==> src/design/tis_ram.sv <==
module tis_ram #(
  parameter int unsigned Width = 8,
  parameter int unsigned Depth = 16
) (
  input  logic                                        clk_i,
  input  logic                                        we_i,
  input  logic [((Depth > 1) ? $clog2(Depth) : 1)-1:0] waddr_i,
  input  logic [Width-1:0]                            wdata_i,
  input  logic [((Depth > 1) ? $clog2(Depth) : 1)-1:0] raddr_i,
  output logic [Width-1:0]                            rdata_o
);

  logic [Width-1:0] mem_q [Depth];

  // One write port and one registered read port.
  always_ff @(posedge clk_i) begin
    if (we_i) begin
      mem_q[waddr_i] <= wdata_i;
    end
    rdata_o <= mem_q[raddr_i];
  end

endmodule

==> config.mk <==
export PLATFORM = sky130hd
export DESIGN_NAME = tis_ram
export DESIGN_NICKNAME = d
export VERILOG_FILES = /design/src/design/tis_ram.sv
export SDC_FILE = /design/constraint.sdc
export NUM_CORES = 1
export LEC_CHECK = 0
export BUFFER_PORTS_ARGS = -buffer_cell sky130_fd_sc_hd__buf_4
export CELL_PAD_IN_SITES_DETAIL_PLACEMENT = 0
export CELL_PAD_IN_SITES_GLOBAL_PLACEMENT = 1
export CORE_UTILIZATION = 48
export CTS_CLUSTER_SIZE = 8
export DETAILED_ROUTE_END_ITERATION = 7
export GPL_TIMING_DRIVEN = 1
export PLACE_DENSITY = 0.71
export SLEW_MARGIN = 20
export SYNTH_ARGS = -nofsm -noshare
export SYNTH_HDL_FRONTEND = slang
export SYNTH_SLANG_ARGS = --single-unit
==> constraint.sdc <==
create_clock -name clk_i -period 1.6 [get_ports clk_i]
set_input_delay 0.16 -clock clk_i [delete_from_list [all_inputs] [get_ports clk_i]]
set_output_delay 0.16 -clock clk_i [all_outputs]
set_load 0.005 [all_outputs]
======== After elaboration in Yosys (flattened, before gate mapping) ========
Memory sizes are Yosys's and may differ from the RTL's. A register that Yosys moved wholly into a read port is not among the register bits.
Index checks and enable logic that the tools add are counted.
storage, ports and cells
  bits in writable memories ............... 128
  memories kept ........................... 1
  input port bits ......................... 18
  flip-flop bits (word level) ............. 0
  output and inout bits ................... 8
cells by class
  mux-type cells .......................... 2
memory list
  memory  depth  bits a word  rd ports  clocked after memory_dff  write ports  RTL line  source
  mem_q   16     8            1         1                         1            13        logic [Width-1:0] mem_q [Depth];
operators with widths
  kind    number
  $mux 1  2

======== Logic depth before layout (Yosys ltp) ========
Gate-level depths: netlist of run 1.
  word-level depth ........................ 2
  depth in mapped cells ................... 5
  gate-level depth less buffers ........... 3

======== Least setup slack after synthesis of run 1 ========
No wires, ideal clock.
  path type ............................... input port to flip-flop
  start ................................... input port waddr_i[2] (netlist bit)
  end ..................................... memory mem_q[0][0], enable pin
  arrival time ............................ 1.270 ns
  path buffers ............................ 0
  cell stages on the path ................. 2
  setup time .............................. 0.383 ns
  data required time ...................... 1.217 ns
  slack ................................... -0.053 ns
  cells stage by stage .................... or3b_2 > nor3_1
RTL lines
  what                RTL line  source
  start: declaration  7         input logic [((Depth > 1) ? $clog2(Depth) : 1)-1:0] waddr_i,
  end: declaration    13
Straight into the memory's write port.

==> results of run 1 <==
-- worst max-delay path by stage --
stage                startpoint          end  slack [ps]  depth (start not counted)
finish              mem_q[1][0]   rdata_o[0]         160                          3
global route        mem_q[1][0]   rdata_o[0]         130                          3
CTS                 mem_q[1][0]   rdata_o[0]         120                          3
detailed placement   raddr_i[0]   rdata_o[0]          -6                          5
global placement     raddr_i[0]   rdata_o[0]         -20                          5
floorplan            waddr_i[2]  mem_q[3][0]         170                          2
-- critical path: stages, from the launching register on --
cell and delay (ps):
edfxtp_1 370, mux4_1 510, a22oi_1 310, nand2_1 120
-- repair_timing --
action,CTS,global route
endpoints found under the hold margin,128,0
hold buffers,8,0
setup endpoints to repair,0,0
-- Yosys cell counts (all sizes together) --
cell type      number  area, um2
and2                1       6.26
and2b               1       7.51
nand3b              2       15.0
nand3               1       5.00
nor3                4       20.0
dfxtp               8        160
buf                 7       56.3
nor2               13       48.8
clkdlybuf4s25       3       30.0
or3b                1       8.76
nor2b               1       6.26
nand2               9       33.8
edfxtp            128       3840
a22oi              16        120
mux4               32        773
nand2b              2       12.5
-- per-stage QoR --
stage	setup TNS, ps	utilization (%)	area [um2]	cells
global route	0	60.9	6320	440
CTS	0	60.9	6320	440
finish	0	60.9	6320	440
detailed placement	-6.18	54.2	5620	401
global placement	-21.8	54.2	5620	401
floorplan	0	-	5150	229
-- registers in the layout, summed over array words and instances, names as in the netlist --
register	count
rdata_o	8
mem_q	128
-- metal layers --
layer	GRT usage (%)	wire [um]	vias to the layer above
li1	-	-	1101
met1	24.3	4060	1286
met2	31.6	4960	57
met3	5.63	315	13
met4	6.45	119	0
met5	0	0	-
-- kinds of logic after synthesis --
family          share of synthesized area, %
compound gates                          2.33
buf+inv                                 1.68
flops                                   77.8
mux                                     15.0
simple gates                            3.18
-- power breakdown --
group,total (mW),internal (mW),switching [mW]
combinational,0.406,0.204,0.202
sequential,4.01,3.98,0.0269
clock,4.08,2.67,1.41
-- cell type report --
cell class,instances,area (um2)
fill,754,4050
sequential,136,4000
multi-input combinational,83,1060
timing repair buffer,54,463
clock buffer,18,418
clock inverter,13,203
tap,136,170
==> impl_metrics.yaml, run 1 <==
synth:
  yosys.cell_types.count: 19
  syn_nets: 247
  synth_seq_cells: 136
  syn_inst: 229
  syn-cell-area_um2: 5150
  synth_area_per_cell_um2: 22.5
  yosysWarnings: 0
  synth_seq_area_share_pct: 77.8
floorplan:
  ioPinCount: 26
  die_y_um: 106
  die_area_um2: 11100
  start_util_pct: 49.6
  core-area_um2: 10400
  rows: 37
  die_x_um: 106
critical_path:
  critPathMaxFanout: 1
  end_kind: "flip-flop"
  r2r_slack_ps: 160
  start_kind: "flip-flop"
  cp_data_arrival_time_ps: 1840
  critical_path_class: "reg -> reg"
  r2r-end: "rdata_o[0]"
  r2r-start: "mem_q[1][0]"
  worstPathRequired_ps: 2000
  worstRegToRegCells: 3
timing:
  setup_ws_ps: 156
  finalSetupViolCount: 0
  period_needed_ps: 1440
  min_period_over_period_pct: 90.2
  rsz0062_at_grt: "false"
  worst_pin_slew_ps: 722
  timing.hold.ws_ps: 162
  drv_slew: 0
  clock_skew_ps: 6.36
  hold_viol_final: 0
  max_slew_margin_pct: 51.7
  fmax_mhz: 693
global_routing:
  grt_pass1_vias: 2588
  grt_max_degree: 19
  antenna_found_initial: 0
  grt_pass1_wl_mm: 14.7
  grt_overflow_total: 0
  grt_util_all_layers_pct: 19.1
final_layout:
  layout.nets: 310
  final_cell_mix: "edfxtp_1, buf_4, mux4_2"
  drive_gt1_share_pct: 30.9
  n_antenna_cell: 0
  area_growth_pct: 22.8
  final_common_cell: "edfxtp_1"
outcome:
  status: "finished, final reports clean"
clocking:
  cts_tree: "done"
  cts_root_buf: "clkbuf_8"
  cts_setup_buffers: 0
  cts_resized: 0
  cts.htree.levels: 4
  clock_latency_ps: 520
  cts_sinks: 136
  path_clk_slew_ps: 60
  cts_buffer_depth: 2
  cts_buffers: 17
routing:
  wire_per_inst_um: 21.5
  ant_nets: 0
  first_pass_iters: 4
  vias: 2457
  wirelength_mm: 9.45
  vias_per_cell: 5.58
  drtIter0Drc: 158
  drc: 0
min_path:
  min_to: "mem_q[0][0]"
  min_path_cells: 3
  holdCritPathClass: "in -> reg"
  min_from: "waddr_i[1]"
pwr:
  p_total_mw: 8.49
  powerDensity_nw_per_um2: 1340
  power_leakage_nw: 2.18
  ir_drop_v: 0.000773
run:
  cap_violations: 0
placed_design:
  dp_worst_setup_slack_ps: -6.18
  gp_congestion: 0.668
  dp_hpwl_mm: 5.96
  io_buffers: 25
Note: power is estimated with default switching activity, not from simulation.
==> run 2, diff against run 1 <==
Settings changed: CORE_UTILIZATION 48 to 34, PLACE_DENSITY 0.71 to 0.53.
==> run 2 against run 1 <==
The flow now finishes with violations (design-rule violations); clock skew about the same; hold slack worse by 110 ps; highest routed layer unchanged; critical endpoint is now rdata_o[6]; worst setup slack improved by 90 ps; die area increased by 40%; count of clock-buffer cells in the layout up 4; design area hardly changed.
==> impl_metrics.yaml, run 2 (synthesis results as in run 1) <==
routing:
  wire_per_inst_um: 20.8
  wirelength_mm: 10.1
  vias: 2436
  ant_nets: 0
  vias_per_cell: 4.99
  drc: 4
  first_pass_iters: 6
  drtIter0Drc: 198
critical_path:
  cp-endpoint: "rdata_o[6]"
  path_cells: "mux4_2 -> a22oi_1 -> nand2_1"
  end_kind: "flip-flop"
  critical_path_depth: 3
  worstRegToRegCells: 3
  r2r_slack_ps: 250
  r2r-start: "mem_q[11][6]"
  critical_path_class: "reg -> reg"
  worstPathRequired_ps: 1890
  cp_slowest_cell: "mux4_2"
  worstSetupStartpoint: "mem_q[11][6]"
  cp_data_arrival_time_ps: 1640
  r2r-end: "rdata_o[6]"
  path_delay_family: "multiplexers"
  slowest_delay_ps: 460
  start_kind: "flip-flop"
  critPathBufInv: 0
  critPathMaxFanout: 1
timing:
  period_needed_ps: 1350
  rsz0062_at_grt: "false"
  min_period_over_period_pct: 84.6
  timing.hold.ws_ps: 51.1
  clock_skew_ps: 5.96
  drv_slew: 0
  setup_tns_ps: 0
  hold_viol_final: 0
  worst_pin_slew_ps: 436
  max_slew_margin_pct: 71.0
  finalSetupViolCount: 0
  fmax_mhz: 739
floorplan:
  start_util_pct: 35.2
  die_x_um: 125
  die_area_um2: 15600
  ioPinCount: 26
  rows: 44
  die_y_um: 125
  core-area_um2: 14600
placed_design:
  gp_congestion: 0.755
  place_inst: 457
  dp_hpwl_mm: 6.89
  io_buffers: 25
final_layout:
  area_growth_pct: 22.9
  largest_register_ffs: 128
  finalNonFillerCells: 488
  nFillCells: 1304
  n_antenna_cell: 0
  layout.nets: 310
  largestRegisters: "mem_q (128), rdata_o (8)"
  final_cell_mix: "edfxtp_1, buf_4, mux4_2"
  final_common_cell: "edfxtp_1"
  regMostFlops: "mem_q"
  drive_gt1_share_pct: 33.6
clocking:
  cts_setup_buffers: 0
  hold_buffers: 0
  cts_tree: "done"
  cts_buffers: 17
  path_clk_slew_ps: 60
  cts_resized: 0
  cts_root_buf: "clkbuf_16"
  cts_buffer_depth: 2
  cts_sinks: 136
  cts.htree.levels: 4
  clock_latency_ps: 420
global_routing:
  grt_overflow_total: 0
  grt_pass1_wl_mm: 15.4
  grt_util_all_layers_pct: 14.3
  grt_pass1_vias: 2466
  antenna_found_initial: 0
  grt_max_degree: 17
outcome:
  violations: "design-rule violations"
  status: "finished, violations left"
run:
  cap_violations: 0
pwr:
  p_sw_mw: 1.58
  pwr-share-seq_pct: 49.2
  clkPwrFrac_pct: 45.7
  ir_drop_v: 0.000704
  power_leakage_nw: 2.16
  switching_share_pct: 19.3
  internal_power_mw: 6.58
  powerDensity_nw_per_um2: 1290
  pwr-share-comb_pct: 5.1
min_path:
  holdCritPathClass: "in -> reg"
==> run 2: worst min path at each step <==
stage	startpoint	endpoint	slack, ps	cells after the start
2_1_floorplan	wdata_i[0]	mem_q[0][0]	260	0
3_3_place_gp	wdata_i[0]	mem_q[10][0]	470	1
3_5_place_dp	wdata_i[0]	mem_q[9][0]	480	1
4_1_cts	wdata_i[0]	mem_q[12][0]	30	1
5_1_grt	wdata_i[0]	mem_q[12][0]	50	1
6_report	wdata_i[0]	mem_q[12][0]	50	1
==> run 2: routing by layer <==
metal  GRT usage [%]  vias up  routed length, um
met4            6.46        0                153
met5               0        -                  0
li1                -     1095                  -
met3            4.71       12                506
met2            21.3       74               4720
met1            19.0     1255               4760
==> run 2: cell type report <==
class                      instances  area [um2]  area share, %
timing repair buffer              54         455           7.20
tap                              184         230           3.64
multi-input combinational         83        1060           16.8
clock buffer                      22         474           7.50
sequential                       136        4000           63.3
clock inverter                     9        98.8           1.56
==> run 2: worst reg2reg max path, cell delays in order (launching register included) <==
cell and delay (ps):
edfxtp_1 350, mux4_2 460, a22oi_1 340, nand2_1 80
==> run 2: stage by stage <==
step           cell area, um2  utilization [%]  worst slack, ps  total power, mW
3_3_place_gp             5750             39.3            -26.1             4.50
4_1_cts                  6320             43.2              246             8.23
5_1_grt                  6320             43.2              177             8.42
2_1_floorplan            5150                -              174             4.28
6_report                 6320             43.2              246             8.15
3_5_place_dp             5750             39.3            -21.5             4.51
==> run 2: power groups by stage <==
stage	combinational, mW	sequential (mW)	clock [mW]
2_1_floorplan	0.202	4.08	0
3_3_place_gp	0.424	4.08	0
3_5_place_dp	0.428	4.08	0
4_1_cts	0.429	4.01	3.79
5_1_grt	0.455	4.02	3.95
6_report	0.420	4.01	3.72
